==> src/tzs_pkg.sv <==
// ----------------------------------------------------------------------------
// Trapezoid stepper package
// Shared payload types, option bit positions and register indexes.
// ----------------------------------------------------------------------------
`default_nettype none
package tzs_pkg;
    localparam int unsigned REG_COUNT = 7;
    localparam int unsigned CFG_IDX_BITS = 3;
    localparam int unsigned CFG_DATA_BITS = 31;

    localparam logic [CFG_IDX_BITS-1:0] REG_RATE_MAX    = 3'd0;
    localparam logic [CFG_IDX_BITS-1:0] REG_RATE_MIN    = 3'd1;
    localparam logic [CFG_IDX_BITS-1:0] REG_RATE_HOMING = 3'd2;
    localparam logic [CFG_IDX_BITS-1:0] REG_RAMP_STEPS  = 3'd3;
    localparam logic [CFG_IDX_BITS-1:0] REG_TICK_PERIOD = 3'd4;
    localparam logic [CFG_IDX_BITS-1:0] REG_TRAVEL_LIM  = 3'd5;
    localparam logic [CFG_IDX_BITS-1:0] REG_OPTIONS     = 3'd6;

    localparam int unsigned OPT_HOME_UP   = 0;
    localparam int unsigned OPT_SWAP      = 1;
    localparam int unsigned OPT_LEVEL     = 2;
    localparam int unsigned OPT_STOPS_EN  = 3;
    localparam int unsigned OPT_CLAMP_HOME = 4;
    localparam int unsigned OPT_CLAMP_MAX = 5;
    localparam int unsigned OPT_INVERT    = 6;

    localparam logic [2:0] PH_IDLE   = 3'd0;
    localparam logic [2:0] PH_CRAWL  = 3'd1;
    localparam logic [2:0] PH_ACCEL  = 3'd2;
    localparam logic [2:0] PH_CRUISE = 3'd3;
    localparam logic [2:0] PH_DECEL  = 3'd4;

    typedef struct packed {
        logic               kind;
        logic signed [31:0] move_source;
        logic signed [31:0] move_target;
        logic               home_request;
        logic               limit_min_raw;
        logic               limit_max_raw;
    } t_in_item;

    typedef struct packed {
        logic               step_pulse;
        logic               direction_level;
        logic signed [31:0] position;
        logic               axis_busy;
        logic [2:0]         motion_phase;
        logic [15:0]        step_rate;
        logic               target_clamped;
        logic               step_completed;
    } t_out_item;

    // Serial divider handshake.
    typedef struct packed {
        logic start;
        logic done;
    } t_div_ctl;
endpackage
`default_nettype wire

==> src/tzs_if.sv <==
// ----------------------------------------------------------------------------
// Trapezoid stepper item channel
// Valid/ready channel carrying one payload item.
// ----------------------------------------------------------------------------
`default_nettype none
interface tzs_if #(parameter type T = logic);
    logic valid;
    logic ready;
    T     data;
    modport source (output valid, output data, input ready);
    modport sink   (input valid, input data, output ready);
endinterface
`default_nettype wire

==> src/tzs_div.sv <==
// ----------------------------------------------------------------------------
// Trapezoid stepper serial divider
// Restoring divider, one quotient bit per cycle.
// ----------------------------------------------------------------------------
`default_nettype none
module tzs_div import tzs_pkg::*; #(
    parameter int unsigned W = 48
) (
    input  wire logic         i_clk,
    input  wire logic         i_rst_n,
    input  wire logic         i_start,
    input  wire logic [W-1:0] i_num,
    input  wire logic [W-1:0] i_den,
    output logic              o_done,
    output logic [W-1:0]      o_quo
);
    localparam int unsigned CW = $clog2(W + 1);
    logic [W-1:0]  r_q, r_d;
    logic [W:0]    r_rem;
    logic [CW-1:0] r_cnt;
    logic          r_run;
    logic [W:0]    w_sh;
    logic [W:0]    w_sub;

    assign w_sh  = {r_rem[W-1:0], r_q[W-1]};
    assign w_sub = w_sh - {1'b0, r_d};

    always_ff @(posedge i_clk) begin
        if (!i_rst_n) begin
            r_run  <= 1'b0;
            o_done <= 1'b0;
            r_cnt  <= '0;
        end else begin
            o_done <= 1'b0;
            if (i_start) begin
                r_run <= 1'b1;
                r_q   <= i_num;
                r_d   <= i_den;
                r_rem <= '0;
                r_cnt <= CW'(W);
            end else if (r_run) begin
                if (!w_sub[W]) begin
                    r_rem <= w_sub;
                    r_q   <= {r_q[W-2:0], 1'b1};
                end else begin
                    r_rem <= w_sh;
                    r_q   <= {r_q[W-2:0], 1'b0};
                end
                r_cnt <= r_cnt - 1'b1;
                if (r_cnt == CW'(1)) begin
                    r_run  <= 1'b0;
                    o_done <= 1'b1;
                end
            end
        end
    end
    assign o_quo = r_q;
endmodule
`default_nettype wire

==> src/tzs_mul.sv <==
// ----------------------------------------------------------------------------
// Trapezoid stepper serial multiplier
// Shift-and-add multiplier, one multiplier bit per cycle.
// ----------------------------------------------------------------------------
`default_nettype none
module tzs_mul #(
    parameter int unsigned AW = 32,
    parameter int unsigned BW = 16
) (
    input  wire logic             i_clk,
    input  wire logic             i_rst_n,
    input  wire logic             i_start,
    input  wire logic [AW-1:0]    i_a,
    input  wire logic [BW-1:0]    i_b,
    output logic                  o_done,
    output logic [AW+BW-1:0]      o_prod
);
    localparam int unsigned CW = $clog2(BW + 1);
    logic [AW+BW-1:0] r_a;
    logic [BW-1:0]    r_b;
    logic [CW-1:0]    r_cnt;
    logic             r_run;

    always_ff @(posedge i_clk) begin
        if (!i_rst_n) begin
            r_run  <= 1'b0;
            o_done <= 1'b0;
            r_cnt  <= '0;
        end else begin
            o_done <= 1'b0;
            if (i_start) begin
                r_run  <= 1'b1;
                r_a    <= {{BW{1'b0}}, i_a};
                r_b    <= i_b;
                o_prod <= '0;
                r_cnt  <= CW'(BW);
            end else if (r_run) begin
                if (r_b[0]) o_prod <= o_prod + r_a;
                r_a   <= r_a << 1;
                r_b   <= r_b >> 1;
                r_cnt <= r_cnt - 1'b1;
                if (r_cnt == CW'(1)) begin
                    r_run  <= 1'b0;
                    o_done <= 1'b1;
                end
            end
        end
    end
endmodule
`default_nettype wire

==> src/stepper_axis_trapezoid_stepper.sv <==
// ----------------------------------------------------------------------------
// Trapezoidal stepper axis
// Load and tick items drive a trapezoid step profile for one axis.
// ----------------------------------------------------------------------------
// One item at a time. A load item passes through S_DIR and S_OUT. A tick
// item passes through S_DIR, S_CTRL, S_PULSE and S_OUT; when the ramp is
// active it adds one serial multiply and one serial divide, and on a falling
// step edge it adds a multiply of period by rate and two divides. The shared
// shift-and-add multiplier and restoring divider carry out this arithmetic.
`default_nettype none
module stepper_axis_trapezoid_stepper import tzs_pkg::*; #(
    parameter int unsigned POSITION_BITS = 32,
    parameter int unsigned RATE_BITS     = 16
) (
    input  wire logic                     i_clk,
    input  wire logic                     i_rst_n,
    input  wire logic                     i_cfg_we,
    input  wire logic [CFG_IDX_BITS-1:0]  i_cfg_idx,
    input  wire logic [CFG_DATA_BITS-1:0] i_cfg_data,
    tzs_if.sink                           s_in,
    tzs_if.source                         m_out
);
    localparam int unsigned PB = POSITION_BITS;
    localparam int unsigned RB = RATE_BITS;
    localparam int unsigned MW = PB + RB + 1;   // ramp product width
    localparam int unsigned DW = 48;            // shared divider width
    localparam logic [RB-1:0] RTOP = '1;

    typedef enum logic [3:0] {
        S_IDLE, S_DIR, S_CTRL, S_RMUL, S_RMULW, S_RDIV, S_RDIVW, S_PULSE,
        S_EMUL, S_EMULW, S_EDIV1, S_EDIV1W, S_EDIV2, S_EDIV2W, S_OUT
    } t_state;

    t_state r_state;
    logic [15:0] r_rmax, r_rmin, r_rhom;
    logic [30:0] r_ramp, r_lim;
    logic [9:0]  r_per;
    logic [6:0]  r_opt;
    t_in_item    r_in;
    logic [31:0] r_tick, r_rise, r_fall;
    logic        r_pulse, r_busy, r_homing, r_up, r_th, r_clamped, r_stepped;
    logic signed [PB-1:0] r_start, r_cur, r_end;
    logic [RB-1:0] r_rate;
    logic [2:0]    r_phase;
    logic          r_valid;
    t_out_item     r_out;
    logic          r_dn;        // ramp decreasing
    logic [PB:0]   r_d;         // ramp distance
    logic [DW-1:0] r_den;

    // configuration
    always_ff @(posedge i_clk) begin
        if (!i_rst_n) begin
            r_rmax <= 16'd1000; r_rmin <= 16'd100; r_rhom <= 16'd50;
            r_ramp <= 31'd500;  r_per  <= 10'd40;  r_lim  <= '0; r_opt <= '0;
        end else if (i_cfg_we) begin
            unique case (i_cfg_idx)
                REG_RATE_MAX:    r_rmax <= i_cfg_data[15:0];
                REG_RATE_MIN:    r_rmin <= i_cfg_data[15:0];
                REG_RATE_HOMING: r_rhom <= i_cfg_data[15:0];
                REG_RAMP_STEPS:  r_ramp <= i_cfg_data;
                REG_TICK_PERIOD: r_per  <= i_cfg_data[9:0];
                REG_TRAVEL_LIM:  r_lim  <= i_cfg_data;
                REG_OPTIONS:     r_opt  <= i_cfg_data[6:0];
                default: ;
            endcase
        end
    end

    function automatic logic [RB-1:0] sat(input logic [17:0] v);
        sat = ({{(RB > 18 ? RB-18 : 0){1'b0}}, v} > {{(RB < 18 ? 18-RB : 0){1'b0}}, RTOP})
            ? RTOP : RB'(v);
    endfunction

    // end stop sense
    logic w_mn, w_mx, w_stop_min, w_stop_max;
    always_comb begin
        w_mn = r_opt[OPT_STOPS_EN] && (r_in.limit_min_raw == r_opt[OPT_LEVEL]);
        w_mx = r_opt[OPT_STOPS_EN] && (r_in.limit_max_raw == r_opt[OPT_LEVEL]);
        w_stop_min = r_opt[OPT_SWAP] ? w_mx : w_mn;
        w_stop_max = r_opt[OPT_SWAP] ? w_mn : w_mx;
    end

    // load clamp (34-bit signed domain on 32-bit target)
    logic signed [33:0] w_tgt0, w_tgt1, w_mag;
    logic               w_cl0, w_cl1;
    always_comb begin
        w_tgt0 = 34'(r_in.move_target);
        w_cl0  = 1'b0;
        if (r_opt[OPT_CLAMP_HOME] &&
            ((!r_opt[OPT_HOME_UP] && w_tgt0 < 0) || (r_opt[OPT_HOME_UP] && w_tgt0 > 0))) begin
            w_tgt0 = '0; w_cl0 = 1'b1;
        end
        w_mag  = (w_tgt0 < 0) ? -w_tgt0 : w_tgt0;
        w_tgt1 = w_tgt0;
        w_cl1  = w_cl0;
        if (r_lim != 0 && r_opt[OPT_CLAMP_MAX] && w_mag > $signed({3'b0, r_lim})) begin
            w_tgt1 = (w_tgt0 < 0) ? -$signed({3'b0, r_lim}) : $signed({3'b0, r_lim});
            w_cl1  = 1'b1;
        end
    end

    // rate geometry
    logic signed [PB+1:0] w_span, w_off, w_steps, w_half;
    always_comb begin
        w_span  = (r_end > r_start) ? (PB+2)'(r_end) - (PB+2)'(r_start)
                                    : (PB+2)'(r_start) - (PB+2)'(r_end);
        w_off   = (r_start < r_end) ? (PB+2)'(r_cur) - (PB+2)'(r_start)
                                    : (PB+2)'(r_cur) - (PB+2)'(r_end);
        w_steps = $signed((PB+2)'({1'b0, r_ramp}));
        w_half  = w_span >>> 1;
    end

    logic signed [PB:0] w_ac, w_ae;
    assign w_ac = (r_cur < 0) ? -(PB+1)'(r_cur) : (PB+1)'(r_cur);
    assign w_ae = (r_end < 0) ? -(PB+1)'(r_end) : (PB+1)'(r_end);

    // shared serial units
    logic          w_mstart, w_mdone, w_dstart, w_ddone;
    logic [PB:0]   w_ma;
    logic [RB-1:0] w_mb;
    logic [PB+RB:0] w_prod;
    logic [DW-1:0] w_num, w_dden, w_quo;
    logic [RB-1:0] w_rdiff, w_redge;

    assign w_rdiff = r_dn ? RB'(r_rmin - r_rmax) : RB'(r_rmax - r_rmin);
    assign w_redge = (r_rate != 0) ? r_rate : sat({2'b0, r_rmin});
    assign w_mstart = (r_state == S_RMUL) || (r_state == S_EMUL);
    assign w_ma = (r_state == S_EMUL) ? (PB+1)'(r_per) : r_d;
    assign w_mb = (r_state == S_EMUL) ? w_redge : w_rdiff;
    assign w_dstart = (r_state == S_RDIV) || (r_state == S_EDIV1) || (r_state == S_EDIV2);

    logic [DW-1:0] w_rnum;
    assign w_rnum = DW'(w_prod) + (r_dn ? DW'(r_ramp) - 1'b1 : '0);
    always_comb begin
        unique case (r_state)
            S_EDIV1: begin w_num = DW'(500000);  w_dden = r_den; end
            S_EDIV2: begin w_num = DW'(1000000); w_dden = r_den; end
            default: begin w_num = w_rnum;       w_dden = DW'(r_ramp); end
        endcase
    end

    tzs_mul #(.AW(PB+1), .BW(RB)) u_mul (
        .i_clk(i_clk), .i_rst_n(i_rst_n), .i_start(w_mstart),
        .i_a(w_ma), .i_b(w_mb), .o_done(w_mdone), .o_prod(w_prod)
    );
    tzs_div #(.W(DW)) u_div (
        .i_clk(i_clk), .i_rst_n(i_rst_n), .i_start(w_dstart),
        .i_num(w_num), .i_den(w_dden), .o_done(w_ddone), .o_quo(w_quo)
    );

    logic [32:0] w_edge;
    assign w_edge = (r_den == 0 || |w_quo[DW-1:32]) ? 33'h0_FFFF_FFFF
                  : {1'b0, r_tick} + {1'b0, w_quo[31:0]};
    logic [31:0] w_edge_sat;
    assign w_edge_sat = w_edge[32] ? 32'hFFFF_FFFF : w_edge[31:0];

    logic [RB+1:0] w_ramp_r;
    always_comb begin
        if (r_dn) w_ramp_r = (RB+2)'(r_rmin) - (RB+2)'(w_quo);
        else      w_ramp_r = (RB+2)'(r_rmin) + (RB+2)'(w_quo);
    end

    assign s_in.ready = (r_state == S_IDLE) && !r_valid;
    assign m_out.valid = r_valid;
    assign m_out.data  = r_out;

    always_ff @(posedge i_clk) begin
        if (!i_rst_n) begin
            r_state <= S_IDLE; r_valid <= 1'b0;
            r_tick <= '0; r_rise <= '0; r_fall <= '0;
            r_pulse <= 1'b0; r_busy <= 1'b0; r_homing <= 1'b0;
            r_up <= 1'b0; r_th <= 1'b0;
            r_start <= '0; r_cur <= '0; r_end <= '0;
            r_rate <= '0; r_phase <= PH_IDLE;
            r_clamped <= 1'b0; r_stepped <= 1'b0; r_dn <= 1'b0;
        end else begin
            if (m_out.valid && m_out.ready) r_valid <= 1'b0;
            unique case (r_state)
                S_IDLE: if (s_in.valid && s_in.ready) begin
                    r_in <= s_in.data;
                    r_clamped <= 1'b0; r_stepped <= 1'b0;
                    r_state <= S_DIR;
                end
                S_DIR: begin
                    if (r_in.kind) begin
                        r_start <= PB'(r_in.move_source);
                        r_cur   <= PB'(r_in.move_source);
                        r_homing <= r_in.home_request;
                        r_end   <= PB'(w_tgt1);
                        r_clamped <= w_cl1;
                        r_tick <= '0;
                        r_busy <= 1'b1;
                        r_state <= S_OUT;
                    end else begin
                        if (r_busy) r_tick <= r_tick + 1'b1;
                        if (r_homing) begin
                            r_up <= r_opt[OPT_HOME_UP]; r_th <= 1'b1;
                        end else begin
                            r_up <= r_cur < r_end; r_th <= w_ac >= w_ae;
                        end
                        if (r_cur == 0) r_rate <= sat({2'b0, r_rmin});
                        r_state <= S_CTRL;
                    end
                end
                S_CTRL: begin
                    r_state <= S_PULSE;
                    if (r_busy && ((r_end > r_start && r_cur < r_end) ||
                                   (r_end < r_start && r_cur > r_end) || r_homing)) begin
                        if ((r_homing || r_th) ? w_stop_min : w_stop_max) begin
                            r_busy <= 1'b0; r_phase <= PH_IDLE;
                        end else if (w_off < 0 || w_off > w_span) begin
                            r_phase <= PH_CRAWL; r_rate <= sat({2'b0, r_rhom});
                        end else if (w_off <= w_half) begin
                            if (w_off > w_steps) begin
                                r_phase <= PH_CRUISE;
                                r_rate <= sat({2'b0, r_rmax} + 18'd1);
                            end else begin
                                r_phase <= PH_ACCEL;
                                r_d <= (PB+1)'(w_off);
                                r_state <= S_RMUL;
                            end
                        end else if (w_off < w_span - w_steps) begin
                            r_phase <= PH_CRUISE;
                            r_rate <= sat({2'b0, r_rmax} + 18'd2);
                        end else begin
                            r_phase <= PH_DECEL;
                            r_d <= (PB+1)'(w_span - w_off);
                            r_state <= S_RMUL;
                        end
                    end else begin
                        r_busy <= 1'b0; r_phase <= PH_IDLE;
                    end
                    r_dn <= r_rmax < r_rmin;
                end
                S_RMUL: r_state <= (r_ramp == 0) ? S_PULSE : S_RMULW;
                S_RMULW: if (w_mdone) r_state <= S_RDIV;
                S_RDIV: r_state <= S_RDIVW;
                S_RDIVW: if (w_ddone) begin
                    r_rate <= sat(w_ramp_r[17:0] | (|w_ramp_r[RB+1:(RB>18?18:RB)] ? 18'h3FFFF : '0));
                    r_state <= S_PULSE;
                end
                S_PULSE: begin
                    r_state <= S_OUT;
                    if (r_phase == PH_ACCEL || r_phase == PH_DECEL)
                        if (r_ramp == 0) r_rate <= sat({2'b0, r_rmin});
                    if (w_stop_min) r_cur <= '0;
                    if (r_pulse) begin
                        if (r_tick >= r_fall) begin
                            r_pulse <= 1'b0; r_stepped <= 1'b1;
                            r_state <= S_EMUL;
                        end
                    end else if (r_busy && r_tick >= r_rise) begin
                        r_pulse <= 1'b1;
                        r_cur <= r_up ? (w_stop_min ? PB'(1) : r_cur + 1'b1)
                                      : (w_stop_min ? '1 : r_cur - 1'b1);
                    end
                end
                S_EMUL: r_state <= S_EMULW;
                S_EMULW: if (w_mdone) begin
                    r_den <= DW'(w_prod); r_state <= S_EDIV1;
                end
                S_EDIV1: r_state <= S_EDIV1W;
                S_EDIV1W: if (w_ddone) begin
                    r_rise <= w_edge_sat; r_state <= S_EDIV2;
                end
                S_EDIV2: r_state <= S_EDIV2W;
                S_EDIV2W: if (w_ddone) begin
                    r_fall <= w_edge_sat; r_state <= S_OUT;
                end
                S_OUT: if (!r_valid) begin
                    r_out.step_pulse      <= r_pulse;
                    r_out.direction_level <= r_up ^ r_opt[OPT_INVERT];
                    r_out.position        <= 32'(r_cur);
                    r_out.axis_busy       <= r_busy;
                    r_out.motion_phase    <= r_phase;
                    r_out.step_rate       <= 16'(r_rate);
                    r_out.target_clamped  <= r_clamped;
                    r_out.step_completed  <= r_stepped;
                    r_valid <= 1'b1;
                    r_state <= S_IDLE;
                end
                default: r_state <= S_IDLE;
            endcase
        end
    end
endmodule
`default_nettype wire

==> src/flat_wrapper.sv <==
// flat-port wrapper written by rule: the top's interface ports become plain ports
module stepper_axis_trapezoid_stepper_flat import tzs_pkg::*;
#(
    parameter int unsigned POSITION_BITS = 32,
    parameter int unsigned RATE_BITS     = 16
)
  (i_clk, i_rst_n, i_cfg_we, i_cfg_idx, i_cfg_data, s_in_valid, s_in_data, s_in_ready, m_out_valid, m_out_data, m_out_ready);
  tzs_if #(.T(t_in_item)) s_in_i ();
  tzs_if #(.T(t_out_item)) m_out_i ();
  input  wire logic i_clk;
  input  wire logic i_rst_n;
  input  wire logic i_cfg_we;
  input  wire logic [CFG_IDX_BITS-1:0] i_cfg_idx;
  input  wire logic [CFG_DATA_BITS-1:0] i_cfg_data;
  input wire logic [$bits(s_in_i.valid)-1:0] s_in_valid;
  input wire logic [$bits(s_in_i.data)-1:0] s_in_data;
  output wire logic [$bits(s_in_i.ready)-1:0] s_in_ready;
  output wire logic [$bits(m_out_i.valid)-1:0] m_out_valid;
  output wire logic [$bits(m_out_i.data)-1:0] m_out_data;
  input wire logic [$bits(m_out_i.ready)-1:0] m_out_ready;
  assign s_in_i.valid = s_in_valid;
  assign s_in_i.data = s_in_data;
  assign s_in_ready = s_in_i.ready;
  assign m_out_valid = m_out_i.valid;
  assign m_out_data = m_out_i.data;
  assign m_out_i.ready = m_out_ready;
  stepper_axis_trapezoid_stepper #(.POSITION_BITS(POSITION_BITS), .RATE_BITS(RATE_BITS)) u_core (.i_clk(i_clk), .i_rst_n(i_rst_n), .i_cfg_we(i_cfg_we), .i_cfg_idx(i_cfg_idx), .i_cfg_data(i_cfg_data), .s_in(s_in_i), .m_out(m_out_i));
endmodule
==> config.mk <==
export PLATFORM = sky130hd
export DESIGN_NAME = stepper_axis_trapezoid_stepper_flat
export DESIGN_NICKNAME = d
export VERILOG_FILES = /design/src/tzs_pkg.sv /design/src/tzs_if.sv /design/src/tzs_div.sv /design/src/tzs_mul.sv /design/src/stepper_axis_trapezoid_stepper.sv /design/src/flat_wrapper.sv
export SDC_FILE = /design/constraint.sdc
export NUM_CORES = 2
export LEC_CHECK = 0
export BUFFER_PORTS_ARGS = -buffer_cell sky130_fd_sc_hd__buf_2
export CAP_MARGIN = 20
export CORE_MARGIN = 5
export CORE_UTILIZATION = 50
export DETAILED_ROUTE_END_ITERATION = 10
export PLACE_DENSITY = 0.74
export SLEW_MARGIN = 10
export SYNTH_ARGS = -nofsm -noshare
export SYNTH_HDL_FRONTEND = slang
export SYNTH_SLANG_ARGS = --single-unit
==> constraint.sdc <==
create_clock -name i_clk -period 12.3 [get_ports i_clk]
set_input_delay 1.23 -clock i_clk [delete_from_list [all_inputs] [get_ports i_clk]]
set_output_delay 1.23 -clock i_clk [all_outputs]
set_load 0.05 [all_outputs]
* Word-level counts from Yosys, hierarchy flattened
Cells that the tools add are included.
** Word-level totals
- Logic and storage cells :: 354
- Register bits :: 829
- Output and inout port bits :: 58
** Operators by class
- $lt $le $gt $ge :: 23
- Reductions and logical operators :: 75
- Muxes and demuxes :: 117
- Eq/ne operators :: 47
- $add $sub $neg :: 26
- Bitwise gates (word level) :: 9
** Operator list (number)
- $mux W32 :: 12
- $mux W16 :: 19
- $mux W33 :: 8
- $mux W48 :: 5
- $mux W49 :: 3
- $mux W34 :: 4
- $sub A32 B32 Y33 :: 4
- $lt A32 B1 Y1 const B :: 3
- $lt A32 B32 Y1 :: 3
- $pmux W48 S2 :: 1
- $gt A34 B32 Y1 :: 2
- $lt A34 B1 Y1 const B :: 2
- $neg A32 Y33 :: 2
- $add A32 B1 Y32 const B :: 2
- $ge A32 B32 Y1 :: 2
- $gt A32 B32 Y1 :: 2
- $pmux W16 S4 :: 1
- $pmux W32 S2 :: 1
- $pmux W4 S15 :: 1
- $gt A18 B16 Y1 const B :: 3
- $mux W4 :: 13
- $add A49 B49 Y49 :: 1
- $sub A49 B48 Y49 :: 1
- $add A48 B48 Y48 :: 1
- other kinds (66) :: 201

* Depth between registers and ports, before layout
- Depth after elaboration :: 12
- Mapped depth :: 44
- Gate-level depth less buffers :: 39

* Cells and area by module
Synthesis repeated with hierarchy kept, for this count alone.
** Unflattened totals
- Cell total of the unflattened synthesis :: 7909
- Area, all modules :: 66601.4 um^2
** By module, submodules not included
- stepper_axis_trapezoid_stepper :: area an instance 49910.4 um^2, sequential area each 13182.6 um^2, times used 1, cells an instance 6363
- tzs_div :: area an instance 8923.6 um^2, sequential area each 4484.3 um^2, times used 1, cells an instance 817
- tzs_mul :: area an instance 7767.4 um^2, sequential area each 3563.4 um^2, times used 1, cells an instance 729

* Worst setup path after synthesis
No wires, ideal clock.
- Path kind :: register to register
- From :: register u_core.r_end[2]
- To :: register u_core.r_d[0] (enable)
- Required time :: 11873 ps
- Cell stages (with the launch flop) :: 40
- Arrival time :: 9056 ps
- Path buffers :: 6
- Setup slack :: 2817 ps
- Library setup time :: 427 ps
- Cell sequence :: dfxtp_1 > inv_1 > ha_1 > clkbuf_1 > nand3_1 > o21bai_1 > or3b_2 > a211oi_1 > or3_1 > o211a_1 > buf_2 > buf_1 > buf_1 > buf_2 > nand2_1 > nand2_1 > xnor2_1 > ha_1 > [... 4 more ...] > a21o_1 > a21oi_1 > or3b_1 > a31oi_1 > nand2b_1 > a21o_1 > a21o_1 > a21oi_1 > xor2_1 > ha_1 > and3_1 > nand4_1 > o41ai_1 > o221ai_1 > o31a_1 > nand2_1 > a31o_2 > nor2b_1
** Between the ends
- Cells in the longest elaborated chain, start to end :: 6
** Ends and longest elaborated chain
- start: declaration :: line stepper_axis_trapezoid_stepper.sv:42 : logic signed [PB-1:0] r_start, r_cur, r_end;
- start signal: assignment :: line stepper_axis_trapezoid_stepper.sv:190 : r_end <= PB'(w_tgt1);
- $sub A32 B32 Y33 (tied with other cells) :: line stepper_axis_trapezoid_stepper.sv:107 : : (PB+2)'(r_start) - (PB+2)'(r_end);
- $mux W34 (tied with other cells) :: line stepper_axis_trapezoid_stepper.sv:106 : w_span = (r_end > r_start) ? (PB+2)'(r_end) - (PB+2)'(r_start)
- $sub A34 B32 Y34 (tied with other cells) :: line stepper_axis_trapezoid_stepper.sv:223 : end else if (w_off < w_span - w_steps) begin
- $lt A34 B34 Y1 (tied with other cells) :: line stepper_axis_trapezoid_stepper.sv:223
- $ne A2 B1 Y1 (no line) (tied with other cells)
- $reduce_and A7 Y1 (no line) *
- end signal: assignment :: line stepper_axis_trapezoid_stepper.sv:220 : r_d <= (PB+1)'(w_off);
- end signal: assignment :: line stepper_axis_trapezoid_stepper.sv:228 : r_d <= (PB+1)'(w_span - w_off);
- end: declaration :: line stepper_axis_trapezoid_stepper.sv:48 : logic [PB:0] r_d;
Every way passes the cells marked *; elsewhere a longest branch is shown, timed or not.
A chain may end at the register's enable or synchronous reset.

* Worst setup path in the final report
- From :: register u_core.r_end[31]
- To :: register u_core.r_d[0] (enable)
The elaborated chain is that of the path after synthesis.

==> summary.txt <==
outcome: completed
Cells after Synth: 7674
critical path arrival: 10.37 ns
Post-Route WL: 235000 µm
IO Port Bufs: 164
vias in the first global route: 55946
initial DRC count: 6353
die area: 136000 µm²
drt drc: 0
clk buf depth: 3
Antenna Nets Post-Route: 0
Initial Util: 50.4%
Synth top area share: 21.5%
clk_skew: 0.0511 ns
Slew headroom: 21.5%
RSZ-0062 raised after global routing: no
DP HPWL: 185000 µm
Setup CP Type: register to register
Yosys top cell by area: edfxtp_1
Layout area overhead: 9.02%
# Post-CTS Setup Buffers: 0
met3 Resource Use GR: 5.75%
Worst Path Max Fanout: 33
count leader, synth: nand2_1
die height: 369 µm
Reg area: 21200 µm²
TritonRoute pass-1 iters: 9
Final Cycle Share: 81.8%
yosys synthesis warning count: 0
FF+latch count, synth: 827
fillcell total: 11737
CTS tree: yes
Mapped Area: 64400 µm²
clk_lat worst skew: 0.73 ns
drt wl/cell: 24.9 µm
Synth area leaders: edfxtp_1 (21%), ha_1 (13%), dfxtp_1 (11%), a21oi_1 (6.0%), nand2_1 (4.9%)
Layout Nets: 8493
final critical-path required period: 10.06 ns
largest net degree at the start of global routing: 101
Avg Inst Size Synth: 8.39 µm²
hold_buf cts: 0
post-synthesis sequential area ratio: 32.9%
Yosys cell types: 94
# resized after CTS: 0
critical path required time: 12.61 ns
CTS Buf Count: 93
GRT met1 Usage: 41.7%
EDFF count, synth: 461
setup_tns: 0 ns
cell chosen for the clock root: clkbuf_16
number of antenna violations at the first check in global routing: 19
M2 GR Usage: 53.0%
Top Ports: 165
area occupied by multi-input gates: 40500 µm²
CP endpoint kind: register
H-tree levels: 3
Hold WC Path Type: register to register
global-route wire length before repair: 347000 µm
core area: 128000 µm²
Clock Sinks: 827
startpoint types: register
Least-Margin Pin Slew: 1.17 ns
GR peak layer: met2
synth cell count leaders: nand2_1 (844), a21oi_1 (778), ha_1 (684)
grt ovf: 0
Setup-failing EPs final: 0
Syn Nets: 8478
CP max stage delay: 0.78 ns
Placer Congestion: 1.04
Top FF cell, synth: edfxtp_1
Async SR Flop Fraction: 0%
Via density: 6.32
critical path's slowest cell: nor2b_4
row count: 131
clk slew on worst S/H paths: 0.07 ns
max-cap violation count: 0
All-Layer GR Usage: 33.1%
share of cells above drive strength 1: 6.72%
fmax: 99.4 MHz
die width: 369 µm
vias post-DR: 59646
Max Slew Vio Count: 0
final hold vios: 0
==> area by class of cell <==
cell class | count | share of cell area [%]
sequential | 827 | 30.1
tap | 1662 | 2.96
multi-input combinational | 6059 | 57.6
antenna | 9 | 0.0321
clock buffer | 119 | 3.63
clock inverter | 54 | 1.00
inverter | 451 | 2.42
timing repair buffer | 257 | 2.19
==> metrics by stage <==
stage          hold slack (ns)  std cells  setup slack, ns  util [%]  cell area (µm²)
2_1_floorplan            0.409       7674             2.82         -            64400
3_3_place_gp             0.423       9253             2.61      52.3            66900
3_5_place_dp             0.426       9254             2.39      52.3            66900
4_1_cts                  0.436       9427             2.33      54.9            70200
5_1_grt                  0.459       9429             1.71      54.9            70200
6_report                 0.445       9438             2.24      54.9            70200
==> state kept, by name, summed over array words and instances (netlist names), 31 cells and up <==
register / count
u_core.u_div.r_rem: 48
u_core.u_mul.r_a: 48
u_core.m_out.data: 56
u_core.r_tick: 32
u_core.r_d: 33
u_core.r_lim: 31
u_core.r_in: 68
u_core.r_cur: 32
u_core.r_den: 48
u_core.r_ramp: 31
u_core.r_fall: 32
u_core.r_start: 32
u_core.u_div.r_d: 48
u_core.r_rise: 32
u_core.r_end: 32
u_core.u_mul.o_prod: 48
u_core.u_div.o_quo: 48
==> logic make-up (layout without fill, tap and decap cells) <==
family / after synthesis / count (layout) / share of synthesized area (%)
compound gates: 2309 / 2309 / 22.4
simple gates: 2413 / 2413 / 17.5
fa+ha+maj: 697 / 697 / 13.7
other cells: 2 / 11 / 0.0117
mux: 112 / 112 / 1.79
buf+inv: 788 / 881 / 4.64
xor+xnor: 526 / 526 / 7.15
flops: 827 / 827 / 32.9
==> path summary, 6_finish.rpt <==
kind	from	to	slack, ns	cells past startpoint
max	u_core.r_end[31]	u_core.r_d[0]	2.24	32
min	u_core.r_clamped	u_core.m_out.data[1]	0.44	0
max reg2reg	u_core.r_end[31]	u_core.r_d[0]	2.24	32
min reg2reg	u_core.r_clamped	u_core.m_out.data[1]	0.44	0
==> cells in the final DEF, fill, tap and decap left out, types with 157 or more instances in the layout <==
cell / instances
a21o_1: 265
dfxtp_1: 366
xnor2_1: 333
o21ai_0: 473
xor2_1: 192
inv_1: 443
nand2_1: 839
ha_1: 684
a21oi_1: 776
nand3_1: 157
buf_2: 163
nor2_1: 614
edfxtp_1: 461
==> critical path: cells and delay by family, from the launching register on <==
kind	cells	cell delay [ns]
AOI/OAI and AO/OA	14	3.55
and+or+nand+nor	11	3.16
adders and majority gates	3	1.39
buffers and inverters	2	0.63
xor gates and xnor gates	2	0.57
DFF	1	0.33
==> metal layers <==
layer / up-vias / part of all wire [%]
met5: - / 0.029
met4: 12 / 7.4
met3: 706 / 8.2
met2: 2857 / 45
met1: 28219 / 39
li1: 27852 / -
Power is not shown: default switching activity piles up to over one toggle a cycle in this logic, so the estimate is an artifact.
